$ cat config.mk
export PLATFORM = sky130hd
export DESIGN_NAME = coffee_vending_controller
export DESIGN_NICKNAME = d
export VERILOG_FILES = /design/src/hw/rtl/cvc_pkg.sv /design/src/hw/rtl/cvc_core.sv /design/src/hw/rtl/cvc_outbuf.sv /design/src/hw/rtl/coffee_vending_controller.sv
export SDC_FILE = /design/constraint.sdc
export NUM_CORES = 1
export LEC_CHECK = 0
export BUFFER_PORTS_ARGS = -buffer_cell sky130_fd_sc_hd__buf_2
export CORE_ASPECT_RATIO = 0.9
export CORE_MARGIN = 1
export CORE_UTILIZATION = 63
export CTS_CLUSTER_DIAMETER = 150
export DETAILED_ROUTE_END_ITERATION = 10
export HOLD_SLACK_MARGIN = 0.12
export PLACE_DENSITY_LB_ADDON = 0.12
export SYNTH_ARGS = -nofsm -noshare
export SYNTH_HDL_FRONTEND = slang
export SYNTH_SLANG_ARGS = --single-unit
$ cat constraint.sdc
create_clock -name i_clk -period 16.5 [get_ports i_clk]
set_input_delay 1.65 -clock i_clk [delete_from_list [all_inputs] [get_ports i_clk]]
set_output_delay 1.65 -clock i_clk [all_outputs]
set_load 0.02 [all_outputs]
$ cat src/hw/rtl/cvc_pkg.sv
// Shared types and constants for the coffee vending controller.
// Depends on nothing; used by every module under hw/rtl.
package cvc_pkg;

    typedef enum logic [1:0] {
        BREW_WAIT   = 2'd0,
        BREW_CUP    = 2'd1,
        BREW_COFFEE = 2'd2,
        BREW_MILK   = 2'd3
    } t_brew;

    typedef enum logic {
        CASH_COLLECT = 1'b0,
        CASH_HELD    = 1'b1
    } t_cash;

    localparam logic [1:0] CFG_PRICE  = 2'd0;
    localparam logic [1:0] CFG_CUP    = 2'd1;
    localparam logic [1:0] CFG_COFFEE = 2'd2;
    localparam logic [1:0] CFG_MILK   = 2'd3;

    localparam logic [10:0] PRICE_RST  = 11'd50;
    localparam logic [15:0] CUP_RST    = 16'd250;
    localparam logic [15:0] COFFEE_RST = 16'd3000;
    localparam logic [15:0] MILK_RST   = 16'd3000;

    localparam logic [2:0] COIN_NONE = 3'd0;
    localparam logic [2:0] COIN_5C   = 3'd1;
    localparam logic [2:0] COIN_10C  = 3'd2;
    localparam logic [2:0] COIN_20C  = 3'd3;
    localparam logic [2:0] COIN_50C  = 3'd4;
    localparam logic [2:0] COIN_100C = 3'd5;
    localparam logic [2:0] COIN_200C = 3'd6;

    localparam int CHG_KINDS = 6;
    localparam logic [7:0] CHG_VALUE [CHG_KINDS] = '{8'd200, 8'd100, 8'd50, 8'd20, 8'd10, 8'd5};
    localparam logic [2:0] CHG_CODE  [CHG_KINDS] = '{COIN_200C, COIN_100C, COIN_50C,
                                                     COIN_20C, COIN_10C, COIN_5C};
    localparam logic [7:0] MIN_COIN = 8'd5;

    typedef struct packed {
        logic [10:0] price;
        logic [15:0] cup_ticks;
        logic [15:0] coffee_ticks;
        logic [15:0] milk_ticks;
    } t_cfg;

    typedef struct packed {
        logic        cup_on;
        logic        coffee_on;
        logic        milk_on;
        logic        ready_led;
        logic [2:0]  change_coin;
        logic [10:0] credit;
        logic        enough_credit;
    } t_result;

    function automatic logic [7:0] coin_value(input logic [2:0] code);
        logic [7:0] v;
        case (code)
            COIN_5C:   v = 8'd5;
            COIN_10C:  v = 8'd10;
            COIN_20C:  v = 8'd20;
            COIN_50C:  v = 8'd50;
            COIN_100C: v = 8'd100;
            COIN_200C: v = 8'd200;
            default:   v = 8'd0;
        endcase
        return v;
    endfunction

endpackage

$ cat src/hw/rtl/cvc_core.sv
// Tick engine: credit, brew sequencer, cash side and change return.
// Depends on cvc_pkg; state advances only on an accepted input transfer.
module cvc_core #(
    parameter int TIME_BITS   = 16,
    parameter int CREDIT_BITS = 11
) (
    input  logic               i_clk,
    input  logic               i_rst_n,
    input  logic               i_accept,
    input  logic               i_button_press,
    input  logic               i_coin_event,
    input  logic [2:0]         i_coin_code,
    input  cvc_pkg::t_cfg      i_cfg,
    output cvc_pkg::t_result   o_result
);

    localparam int CMPW = (CREDIT_BITS > 11) ? CREDIT_BITS : 11;

    cvc_pkg::t_brew          r_brew, n_brew;
    cvc_pkg::t_cash          r_cash, n_cash;
    logic [CREDIT_BITS-1:0]  r_credit, n_credit;
    logic                    r_reached, n_reached;
    logic                    r_cr_ready, n_cr_ready;
    logic                    r_btn, n_btn;
    logic                    r_charge, n_charge;
    logic [TIME_BITS-1:0]    r_timer, n_timer;
    logic                    r_expired, n_expired;

    logic [CREDIT_BITS:0]    sum;
    logic [CMPW-1:0]         price_x;
    logic [CMPW-1:0]         credit_x;
    logic [TIME_BITS+15:0]   cup_w, coffee_w, milk_w;
    logic [TIME_BITS-1:0]    cup_t, coffee_t, milk_t;
    logic                    found;
    logic [2:0]              coin_out;

    assign cup_w    = {{TIME_BITS{1'b0}}, i_cfg.cup_ticks};
    assign coffee_w = {{TIME_BITS{1'b0}}, i_cfg.coffee_ticks};
    assign milk_w   = {{TIME_BITS{1'b0}}, i_cfg.milk_ticks};
    assign cup_t    = cup_w[TIME_BITS-1:0];
    assign coffee_t = coffee_w[TIME_BITS-1:0];
    assign milk_t   = milk_w[TIME_BITS-1:0];
    assign price_x  = CMPW'(i_cfg.price);

    always_ff @(posedge i_clk) begin
        if (!i_rst_n) begin
            r_brew     <= cvc_pkg::BREW_WAIT;
            r_cash     <= cvc_pkg::CASH_COLLECT;
            r_credit   <= '0;
            r_reached  <= 1'b0;
            r_cr_ready <= 1'b0;
            r_btn      <= 1'b0;
            r_charge   <= 1'b0;
            r_timer    <= '0;
            r_expired  <= 1'b0;
        end else if (i_accept) begin
            r_brew     <= n_brew;
            r_cash     <= n_cash;
            r_credit   <= n_credit;
            r_reached  <= n_reached;
            r_cr_ready <= n_cr_ready;
            r_btn      <= n_btn;
            r_charge   <= n_charge;
            r_timer    <= n_timer;
            r_expired  <= n_expired;
        end
    end

    always_comb begin
        n_brew     = r_brew;
        n_cash     = r_cash;
        n_credit   = r_credit;
        n_reached  = r_reached;
        n_cr_ready = r_cr_ready;
        n_btn      = r_btn | i_button_press;
        n_charge   = r_charge;
        n_timer    = r_timer;
        n_expired  = r_expired;
        found      = 1'b0;
        coin_out   = cvc_pkg::COIN_NONE;
        sum        = {1'b0, r_credit} + (CREDIT_BITS+1)'(cvc_pkg::coin_value(i_coin_code));
        credit_x   = '0;

        // add coin, saturate
        if (i_coin_event) begin
            n_credit = sum[CREDIT_BITS] ? {CREDIT_BITS{1'b1}} : sum[CREDIT_BITS-1:0];
            if (CMPW'(n_credit) >= price_x) begin
                n_reached = 1'b1;
            end
        end

        // count the phase timer
        if (r_brew != cvc_pkg::BREW_WAIT && !r_expired) begin
            if (r_timer <= TIME_BITS'(1)) begin
                n_timer   = '0;
                n_expired = 1'b1;
            end else begin
                n_timer = r_timer - TIME_BITS'(1);
            end
        end

        case (r_brew)
            cvc_pkg::BREW_WAIT: begin
                if (n_btn && r_cr_ready) begin
                    n_btn      = 1'b0;
                    n_cr_ready = 1'b0;
                    n_brew     = cvc_pkg::BREW_CUP;
                    n_timer    = cup_t;
                    n_expired  = 1'b0;
                end
            end
            cvc_pkg::BREW_CUP: begin
                if (n_expired) begin
                    n_brew    = cvc_pkg::BREW_COFFEE;
                    n_timer   = coffee_t;
                    n_expired = 1'b0;
                end
            end
            cvc_pkg::BREW_COFFEE: begin
                if (n_expired) begin
                    n_brew    = cvc_pkg::BREW_MILK;
                    n_timer   = milk_t;
                    n_expired = 1'b0;
                end
            end
            default: begin
                if (n_expired) begin
                    n_expired = 1'b0;
                    n_brew    = cvc_pkg::BREW_WAIT;
                    n_charge  = 1'b1;
                    credit_x  = CMPW'(n_credit);
                    if (credit_x >= price_x) begin
                        credit_x = credit_x - price_x;
                        n_credit = credit_x[CREDIT_BITS-1:0];
                    end else begin
                        n_credit = '0;
                    end
                end
            end
        endcase

        case (r_cash)
            cvc_pkg::CASH_COLLECT: begin
                if (n_reached) begin
                    n_cr_ready = 1'b1;
                    n_cash     = cvc_pkg::CASH_HELD;
                end
                n_reached = 1'b0;
            end
            default: begin
                if (n_charge) begin
                    // greedy: largest coin that fits
                    for (int k = 0; k < cvc_pkg::CHG_KINDS; k++) begin
                        if (!found && n_credit >= CREDIT_BITS'(cvc_pkg::CHG_VALUE[k])) begin
                            found    = 1'b1;
                            n_credit = n_credit - CREDIT_BITS'(cvc_pkg::CHG_VALUE[k]);
                            coin_out = cvc_pkg::CHG_CODE[k];
                        end
                    end
                    if (n_credit < CREDIT_BITS'(cvc_pkg::MIN_COIN)) begin
                        n_charge  = 1'b0;
                        n_cash    = cvc_pkg::CASH_COLLECT;
                        n_reached = 1'b0;
                    end
                end
            end
        endcase

        o_result.cup_on        = (n_brew == cvc_pkg::BREW_CUP);
        o_result.coffee_on     = (n_brew == cvc_pkg::BREW_COFFEE);
        o_result.milk_on       = (n_brew == cvc_pkg::BREW_MILK);
        o_result.ready_led     = (n_brew == cvc_pkg::BREW_WAIT);
        o_result.change_coin   = coin_out;
        o_result.credit        = 11'(n_credit);
        o_result.enough_credit = n_cr_ready;
    end

endmodule

$ cat src/hw/rtl/cvc_outbuf.sv
// Two-entry result buffer: output register plus skid register.
// Depends on cvc_pkg for the result struct.
module cvc_outbuf (
    input  logic              i_clk,
    input  logic              i_rst_n,
    input  logic              i_push,
    input  cvc_pkg::t_result  i_data,
    output logic              o_space,
    output logic              o_valid,
    input  logic              i_ready,
    output cvc_pkg::t_result  o_data
);

    logic             r_out_vld;
    logic             r_skid_vld;
    cvc_pkg::t_result r_out;
    cvc_pkg::t_result r_skid;
    logic             take;

    assign take    = r_out_vld & i_ready;
    assign o_space = ~r_skid_vld;
    assign o_valid = r_out_vld;
    assign o_data  = r_out;

    always_ff @(posedge i_clk) begin
        if (!i_rst_n) begin
            r_out_vld  <= 1'b0;
            r_skid_vld <= 1'b0;
        end else if (r_skid_vld) begin
            if (take) begin
                r_skid_vld <= 1'b0;
            end
        end else if (i_push) begin
            if (!r_out_vld || take) begin
                r_out_vld <= 1'b1;
            end else begin
                r_skid_vld <= 1'b1;
            end
        end else if (take) begin
            r_out_vld <= 1'b0;
        end
    end

    always_ff @(posedge i_clk) begin
        if (r_skid_vld) begin
            if (take) begin
                r_out <= r_skid;
            end
        end else if (i_push) begin
            if (!r_out_vld || take) begin
                r_out <= i_data;
            end else begin
                r_skid <= i_data;
            end
        end
    end

endmodule

$ cat src/hw/rtl/coffee_vending_controller.sv
// Coffee vending controller, one input transfer per millisecond tick, one
// result per tick: the tick engine computes state in a single pass and the
// result lands in a two-entry output buffer. A tick is taken every cycle
// while the buffer has room; its result is registered, in the skid entry on a stall.
// Settings (price, phase lengths) are written through a plain write port and
// apply to ticks accepted afterwards. Depends on cvc_pkg, cvc_core, cvc_outbuf.
module coffee_vending_controller #(
    parameter int TIME_BITS   = 16,
    parameter int CREDIT_BITS = 11
) (
    input  logic        i_clk,
    input  logic        i_rst_n,
    input  logic        i_cfg_we,
    input  logic [1:0]  i_cfg_index,
    input  logic [15:0] i_cfg_data,
    input  logic        i_in_valid,
    output logic        o_in_ready,
    input  logic        i_button_press,
    input  logic        i_coin_event,
    input  logic [2:0]  i_coin_code,
    output logic        o_out_valid,
    input  logic        i_out_ready,
    output logic        o_cup_on,
    output logic        o_coffee_on,
    output logic        o_milk_on,
    output logic        o_ready_led,
    output logic [2:0]  o_change_coin,
    output logic [10:0] o_credit,
    output logic        o_enough_credit
);

    cvc_pkg::t_cfg    r_cfg;
    cvc_pkg::t_result core_res;
    cvc_pkg::t_result buf_res;
    logic             accept;

    always_ff @(posedge i_clk) begin
        if (!i_rst_n) begin
            r_cfg.price        <= cvc_pkg::PRICE_RST;
            r_cfg.cup_ticks    <= cvc_pkg::CUP_RST;
            r_cfg.coffee_ticks <= cvc_pkg::COFFEE_RST;
            r_cfg.milk_ticks   <= cvc_pkg::MILK_RST;
        end else if (i_cfg_we) begin
            case (i_cfg_index)
                cvc_pkg::CFG_PRICE:  r_cfg.price        <= i_cfg_data[10:0];
                cvc_pkg::CFG_CUP:    r_cfg.cup_ticks    <= i_cfg_data;
                cvc_pkg::CFG_COFFEE: r_cfg.coffee_ticks <= i_cfg_data;
                cvc_pkg::CFG_MILK:   r_cfg.milk_ticks   <= i_cfg_data;
                default: ;
            endcase
        end
    end

    assign accept = i_in_valid & o_in_ready;

    cvc_core #(
        .TIME_BITS   (TIME_BITS),
        .CREDIT_BITS (CREDIT_BITS)
    ) u_core (
        .i_clk          (i_clk),
        .i_rst_n        (i_rst_n),
        .i_accept       (accept),
        .i_button_press (i_button_press),
        .i_coin_event   (i_coin_event),
        .i_coin_code    (i_coin_code),
        .i_cfg          (r_cfg),
        .o_result       (core_res)
    );

    cvc_outbuf u_outbuf (
        .i_clk   (i_clk),
        .i_rst_n (i_rst_n),
        .i_push  (accept),
        .i_data  (core_res),
        .o_space (o_in_ready),
        .o_valid (o_out_valid),
        .i_ready (i_out_ready),
        .o_data  (buf_res)
    );

    assign o_cup_on        = buf_res.cup_on;
    assign o_coffee_on     = buf_res.coffee_on;
    assign o_milk_on       = buf_res.milk_on;
    assign o_ready_led     = buf_res.ready_led;
    assign o_change_coin   = buf_res.change_coin;
    assign o_credit        = buf_res.credit;
    assign o_enough_credit = buf_res.enough_credit;

`ifndef SYNTHESIS
    a_one_phase: assert property (@(posedge i_clk) disable iff (!i_rst_n)
        o_out_valid |-> $countones({o_cup_on, o_coffee_on, o_milk_on, o_ready_led}) == 1)
        else $error("phase drives not one-hot");

    a_full_holds: assert property (@(posedge i_clk) disable iff (!i_rst_n)
        !o_in_ready |-> o_out_valid)
        else $error("skid entry held without output entry");

    a_change_idle: assert property (@(posedge i_clk) disable iff (!i_rst_n)
        (o_out_valid && o_change_coin != cvc_pkg::COIN_NONE)
        |-> (o_ready_led && !o_enough_credit && o_change_coin <= cvc_pkg::COIN_200C))
        else $error("change returned outside waiting phase");
`endif

endmodule
==> reports/qor.csv, run 1 <==
stage,metric,value,unit
run_status,status,completed,
worst_setup_path,register-to-register setup slack,3240,ps
clocking,TritonCTS Sinks,134,
sta,min Tclk post-route,14480,ps
sta,fin crit share,87.8,%
yosys,mapped cell area,0.0100,mm^2
worst_setup_path,Slowest cell on crit path,o31ai_2,
power_and_ir_drop,Comb power frac,41.1,%
floorplan,row cnt,43,
clocking,post-CTS sizing,0,
drt,final WL,30100,um
yosys,synth cell count leaders,"nand2_1 (222), a21oi_1 (123), dfxtp_1 (96)",
clocking,Max clock buf depth,2,
floorplan,die area,0.0164,mm^2
yosys,register area share after synthesis,30.6,%
drt,DR pass1 iterations,5,
yosys,ys flop type,dfxtp_1,
floorplan,die height,122,um
power_and_ir_drop,Pwr per Cell Area,118,mW/mm^2
yosys,synth top area cells,"dfxtp_1 (19%), edfxtp_1 (11%), nand2_1 (8.3%)",
sta,"Hold Vio Cnt, Final",0,
clocking,TritonCTS buffer count,17,
sta,setup TNS,0,ps
clocking,clk_lat worst skew,410,ps
yosys,Synth Register Bits,134,
worst_setup_path,critical path class,primary input to flip-flop,
clocking,hold buffers post-CTS,0,
hold_path,hold path depth,2,
grt,Tot GR Track Use,37.3,%
grt,initial antenna violation count,0,
drt,Initial DRC Count,1323,
clocking,root buffer cell,clkbuf_16,
flow_run,maxcap violations,0,
yosys,cell taking the most area after synthesis,dfxtp_1,
placed_design,port bufs,48,
worst_setup_path,slowest cell delay on critical path,520,ps
worst_setup_path,Startpoint Class,primary input,
floorplan,Die W,135,um
sta,Highest Clock Rate,69.1,MHz
drt,Final ANT Viol Nets,0,
sta,worst clock skew,7.10,ps
placed_design,hpwl dp,21600,um
worst_setup_path,reg2reg end,u_outbuf.o_data[3],
worst_setup_path,Critical Path Sink Type,flip-flop,
yosys,number of synthesized flops with an enable pin,38,
power_and_ir_drop,power share of the clock group,29.5,%
hold_path,Hold Path Sink,r_cfg[12],
worst_setup_path,WP buf/inv,4,
power_and_ir_drop,Reg power frac,29.4,%
grt,global route overflow,0,
yosys,Syn Nets,1350,
worst_setup_path,R2R depth,48,
grt,first-pass GRT wire length,48400,um
clocking,number of post-CTS setup repair buffers,0,
hold_path,min-delay worst type,flip-flop to flip-flop,
power_and_ir_drop,P_leak,4.33,nW
floorplan,io pins,49,
clocking,CTS tree,done,
yosys,Unique masters post-synth,112,
drt,Routed WL per cell,20.0,um
clocking,H-tree depth,4,
yosys,Syn Inst Count,1278,
clocking,"Clk pin slew, worst setup/hold paths",60,ps
sta,Rel. slew slack,29.8,%
worst_setup_path,Crit path max-delay family,compound AO/OA/AOI/OAI gates,
sta,Slew Limit Fails,0,
sta,Slew @ Worst Pin,1050,ps
yosys,post-synthesis async set-or-reset flop share,0,%
grt,largest net degree at the start of global routing,56,
finish,Final #Nets,1363,
sta,Final setup viols,0,
drt,drt drc,0,
finish,share of layout cells above drive strength 1,13.1,%
grt,number of global-route vias before repair,9219,
worst_setup_path,CP max FO,12,
yosys,most frequent cell after synthesis,nand2_1,
drt,Via density,6.74,
floorplan,Initial Utilization,64.8,%
floorplan,Core ar.,0.0154,mm^2
worst_setup_path,Crit path arrival time,14760,ps
power_and_ir_drop,Psw,0.498,mW
drt,via count,10157,
power_and_ir_drop,Total Power,1.28,mW
worst_setup_path,cell mode on critical path,ha_1,
power_and_ir_drop,Sw Share,38.8,%
power_and_ir_drop,peak supply drop,0.0000926,V
yosys,area share of the largest cell type after synthesis,19.2,%
worst_setup_path,WP data required,16780,ps
placed_design,final RePlAce weighted congestion,1.02,
hold_path,Hold Crit Start,r_cfg[12],
yosys,"Avg Cell Area, Syn",7.83,um^2
finish,# diodes,0,
sta,unrepaired setup endpoints after global routing,false,
yosys,Ys Warns,0,
finish,area delta synth->final,9.10,%
power_and_ir_drop,Cell Int Power,0.785,mW
worst_setup_path,R2R Path Start,u_core.r_credit[0],
cell usage in the layout (no fill, tap or decap), types with 11 or more instances in the layout:
cell / instances
buf_2: 48
o21ai_0: 60
a21oi_1: 122
nor2_1: 89
or2_2: 11
o22ai_1: 15
nand3_1: 39
buf_4: 13
mux2_2: 14
nand2_1: 222
nand4_1: 13
o31ai_1: 15
dfxtp_1: 96
edfxtp_1: 38
xnor2_1: 15
nor3_1: 29
a31oi_1: 19
nor2b_1: 14
and3_1: 16
inv_1: 49
and2_1: 13
a211oi_1: 14
o211ai_1: 11
ha_1: 42
o21a_1: 16
clkbuf_16: 17
nor4_1: 12
a22o_1: 12
per-stage QoR:
step	instance area [um^2]	utilization, %	hold slack, ps	std cells	setup slack, ps
6_report	10900	70.7	455	1506	2020
3_3_place_gp	10300	66.9	442	1474	2480
4_1_cts	10900	70.7	455	1506	2390
3_5_place_dp	10300	66.9	446	1474	2000
5_1_grt	10900	70.7	475	1506	821
2_1_floorplan	10000	-	436	1278	3830
flip-flops by register name, summed over array words and instances (netlist names):
| register | flops |
|---|---|
| u_core.r_expired | 1 |
| u_outbuf.r_skid | 19 |
| u_core.r_cr_ready | 1 |
| u_outbuf.o_data | 19 |
| u_core.r_charge | 1 |
| u_outbuf.r_skid_vld | 1 |
| u_core.r_btn | 1 |
| u_core.r_timer | 16 |
| u_core.r_credit | 11 |
| u_core.r_reached | 1 |
| r_cfg | 59 |
| u_core.r_brew | 2 |
| u_outbuf.o_valid | 1 |
| u_core.r_cash | 1 |
worst reg2reg max path: cells and delay by family, from the launching register on:
family / cells / cell delay (ps)
AOI/OAI and AO/OA: 17 / 4740
and+or+nand+nor: 16 / 3850
adders and majority gates: 8 / 2550
xor gates and xnor gates: 3 / 910
DFF: 1 / 430
buffers and inverters: 3 / 380
muxes: 1 / 280
power groups by stage:
stage	clock network (mW)	registers [mW]	logic, mW
finish	0.379	0.377	0.527
global route	0.394	0.379	0.575
CTS	0.379	0.376	0.511
detailed placement	0	0.383	0.507
global placement	0	0.382	0.506
floorplan	0	0.383	0.389
logic make-up after synthesis:
group | synth area share [%]
AOI/OAI and AO/OA | 28.9
xor gates and xnor gates | 2.01
adders and majority gates | 5.65
buffers and inverters | 4.69
DFF | 30.6
muxes | 2.78
and+or+nand+nor | 25.4
worst max-delay path by stage:
stage	depth (start not counted)	start	slack [ps]	endpoint
finish	51	i_coin_code[0]	2020	u_outbuf.o_data[3]
global placement	51	i_coin_code[0]	2480	u_outbuf.o_data[7]
CTS	51	i_coin_code[0]	2390	u_outbuf.o_data[3]
floorplan	50	i_coin_code[0]	3830	u_outbuf.o_data[6]
detailed placement	51	i_coin_code[0]	2000	u_outbuf.o_data[1]
global route	51	i_coin_code[0]	820	u_outbuf.o_data[3]
routing by layer:
metal	wire length [um]	up-vias	global-route usage (%)	share of wire, %
li1	-	4776	-	-
met1	13200	4740	51.8	44
met2	13400	566	59.2	44
met3	2770	75	6.58	9.2
met4	784	0	11.6	2.6
met5	0	-	0	0
area by class of cell:
type | instances | area, um^2
fillers | 1237 | 4520
repair buffers | 61 | 338
well taps | 202 | 253
clock inverters | 12 | 154
flip-flops and latches | 134 | 3060
multi-input cells | 1025 | 6480
inverters | 52 | 195
clock buffers | 20 | 437
No activity file was read; power rests on OpenSTA's default activity.
==> run 2, diff against run 1 <==
--- a/config.mk
+++ b/config.mk
@@ -8,7 +8,7 @@
 export BUFFER_PORTS_ARGS = -buffer_cell sky130_fd_sc_hd__buf_2
 export CORE_ASPECT_RATIO = 0.9
 export CORE_MARGIN = 1
-export CORE_UTILIZATION = 63
+export CORE_UTILIZATION = 55
 export CTS_CLUSTER_DIAMETER = 150
 export DETAILED_ROUTE_END_ITERATION = 10
 export HOLD_SLACK_MARGIN = 0.12
==> constraint.sdc (replaced) <==
create_clock -name i_clk -period 16.5 [get_ports i_clk]
set_input_delay 0.825 -clock i_clk [delete_from_list [all_inputs] [get_ports i_clk]]
set_output_delay 0.825 -clock i_clk [all_outputs]
set_load 0.02 [all_outputs]
==> run 2 against run 1 <==
  * Maximum frequency grew 4.8%
  * First-iteration DRC count shrank 21%
  * Worst setup slack gained 670 ps
  * Sequential power is essentially flat
  * Cell area grew 0.34%
  * Combinational power is essentially flat
  * Largest cell class unchanged
==> reports/qor.csv, run 2 (same netlist as run 1, synthesis figures left out) <==
stage,metric,value,unit,change
flow_run,maxcap violations,0,,unchanged
drt,Final ANT Viol Nets,0,,unchanged
power_and_ir_drop,Pwr per Cell Area,117,mW/mm^2,was 118 mW/mm^2
clocking,number of post-CTS setup repair buffers,0,,unchanged
finish,share of layout cells above drive strength 1,13.0,%,was 13.1%
drt,final WL,30000,um,"was 30,100 um"
sta,worst clock skew,7.23,ps,was 7.10 ps
floorplan,die area,0.0187,mm^2,was 0.0164 mm^2
worst_setup_path,CP max FO,12,,unchanged
finish,max reg flops,59,,unchanged
worst_setup_path,Crit path arrival time,14100,ps,"was 14,760 ps"
worst_setup_path,Critical Path Sink Type,flip-flop,,unchanged
drt,DR pass1 iterations,5,,unchanged
worst_setup_path,Slowest cell on crit path,o21bai_1,,was o31ai_2
floorplan,Die W,144,um,was 135 um
sta,Rel. slew slack,12.3,%,was 29.8%
sta,WHS,455,ps,about the same
drt,Via density,6.46,,was 6.74
drt,Initial DRC Count,1042,,"was 1,323"
sta,Highest Clock Rate,72.4,MHz,was 69.1 MHz
clocking,root buffer cell,clkbuf_16,,unchanged
drt,Routed WL per cell,19.5,um,was 20.0 um
worst_setup_path,cell mode on critical path,ha_1,,unchanged
floorplan,io pins,49,,unchanged
clocking,"Clk pin slew, worst setup/hold paths",60,ps,about the same
floorplan,die height,130,um,was 122 um
worst_setup_path,critical path class,primary input to flip-flop,,unchanged
clocking,post-CTS sizing,0,,unchanged
clocking,hold buffers post-CTS,0,,unchanged
sta,fin crit share,83.7,%,was 87.8%
worst_setup_path,WP data required,16780,ps,about the same
sta,Final setup viols,0,,unchanged
finish,"most common cell after layout, fill and taps aside",nand2_1,,unchanged
sta,setup TNS,0,ps,unchanged
power_and_ir_drop,P_leak,4.32,nW,was 4.33 nW
sta,min Tclk post-route,13810,ps,"was 14,480 ps"
floorplan,row cnt,46,,was 43
grt,first-pass GRT wire length,47200,um,"was 48,400 um"
finish,Biggest register,r_cfg,,unchanged
placed_design,final RePlAce weighted congestion,0.961,,was 1.02
drt,drt drc,0,,unchanged
hold_path,min-delay worst type,flip-flop to flip-flop,,unchanged
finish,area delta synth->final,9.48,%,was 9.10%
drt,via count,9959,,"was 10,157"
worst_setup_path,slowest cell delay on critical path,590,ps,was 520 ps
placed_design,port bufs,48,,unchanged
run_status,status,completed,,unchanged
finish,sequential standard cell area,0.00306,mm^2,unchanged
sta,unrepaired setup endpoints after global routing,false,,unchanged
finish,Final #Nets,1360,,"was 1,363"
sta,"Hold Vio Cnt, Final",0,,unchanged
finish,# diodes,0,,unchanged
grt,Tot GR Track Use,32.4,%,was 37.3%
clocking,clk_lat worst skew,420,ps,was 410 ps
floorplan,Core ar.,0.0177,mm^2,was 0.0154 mm^2
power_and_ir_drop,peak supply drop,0.0000919,V,was 0.0000926 V
clocking,H-tree depth,4,,unchanged
grt,largest net degree at the start of global routing,56,,unchanged
clocking,CTS tree,done,,unchanged
grt,global route overflow,0,,unchanged
placed_design,hpwl dp,21700,um,"was 21,600 um"
grt,number of global-route vias before repair,8940,,"was 9,219"
floorplan,Initial Utilization,56.4,%,was 64.8%
sta,Slew Limit Fails,0,,unchanged
worst_setup_path,Startpoint Class,primary input,,unchanged
clocking,TritonCTS Sinks,134,,unchanged
finish,# fillers,1645,,"was 1,237"
grt,initial antenna violation count,1,,was 0
finish,footprint of the multi-input gates,0.00648,mm^2,unchanged
sta,Slew @ Worst Pin,1310,ps,was 1050 ps
clocking,Max clock buf depth,2,,unchanged
finish,most frequent cells in the layout,"nand2_1 (222), a21oi_1 (122), dfxtp_1 (96), nor2_1 (89), o21ai_0 (60)",,unchanged
clocking,TritonCTS buffer count,17,,unchanged
run 2: final timing paths:
check	from	endpoint	slack (ps)	cells past startpoint
worst min-delay path	r_cfg[51]	r_cfg[51]	460	2
worst max-delay path	i_coin_code[1]	u_outbuf.o_data[4]	2690	50
worst max register to register	u_core.r_credit[7]	u_outbuf.o_data[4]	3100	46
worst min register to register	r_cfg[51]	r_cfg[51]	460	2
run 2: cell type report:
| cell class | instances | area share [%] |
|---|---|---|
| multi-input combinational | 1025 | 59.1 |
| sequential | 134 | 28.0 |
| clock buffer | 22 | 4.43 |
| timing repair buffer | 58 | 2.88 |
| tap | 240 | 2.74 |
| inverter | 52 | 1.78 |
| clock inverter | 10 | 1.07 |
run 2: where the power goes:
group / switching, mW / internal (mW) / total (mW)
Sequential: 0.0164 / 0.360 / 0.377
Clock: 0.143 / 0.240 / 0.383
Combinational: 0.340 / 0.187 / 0.526
run 2: routing by layer:
metal	share of wire (%)	global-route usage, %
met2	45	51.6
met1	45	45.3
met5	0.043	0
met4	1.7	9.78
met3	7.3	5.21
run 2: through the flow:
stage	std cells	worst slack (ps)	cell area [um^2]	total power [mW]	util (%)
floorplan	1278	4660	10000	0.772	-
global placement	1509	3220	10400	0.893	58.4
detailed placement	1509	2780	10400	0.891	58.4
CTS	1541	3120	11000	1.28	61.8
global route	1541	1990	11000	1.35	61.8
finish	1541	2690	11000	1.29	61.8
run 2: critical path: cells and delay by family:
family          cells  cell delay (ps)
compound gates     16             4910
buf+inv             3              500
fa+ha+maj           8             2700
mux                 1              280
simple gates       19             3960
xor+xnor            3              940
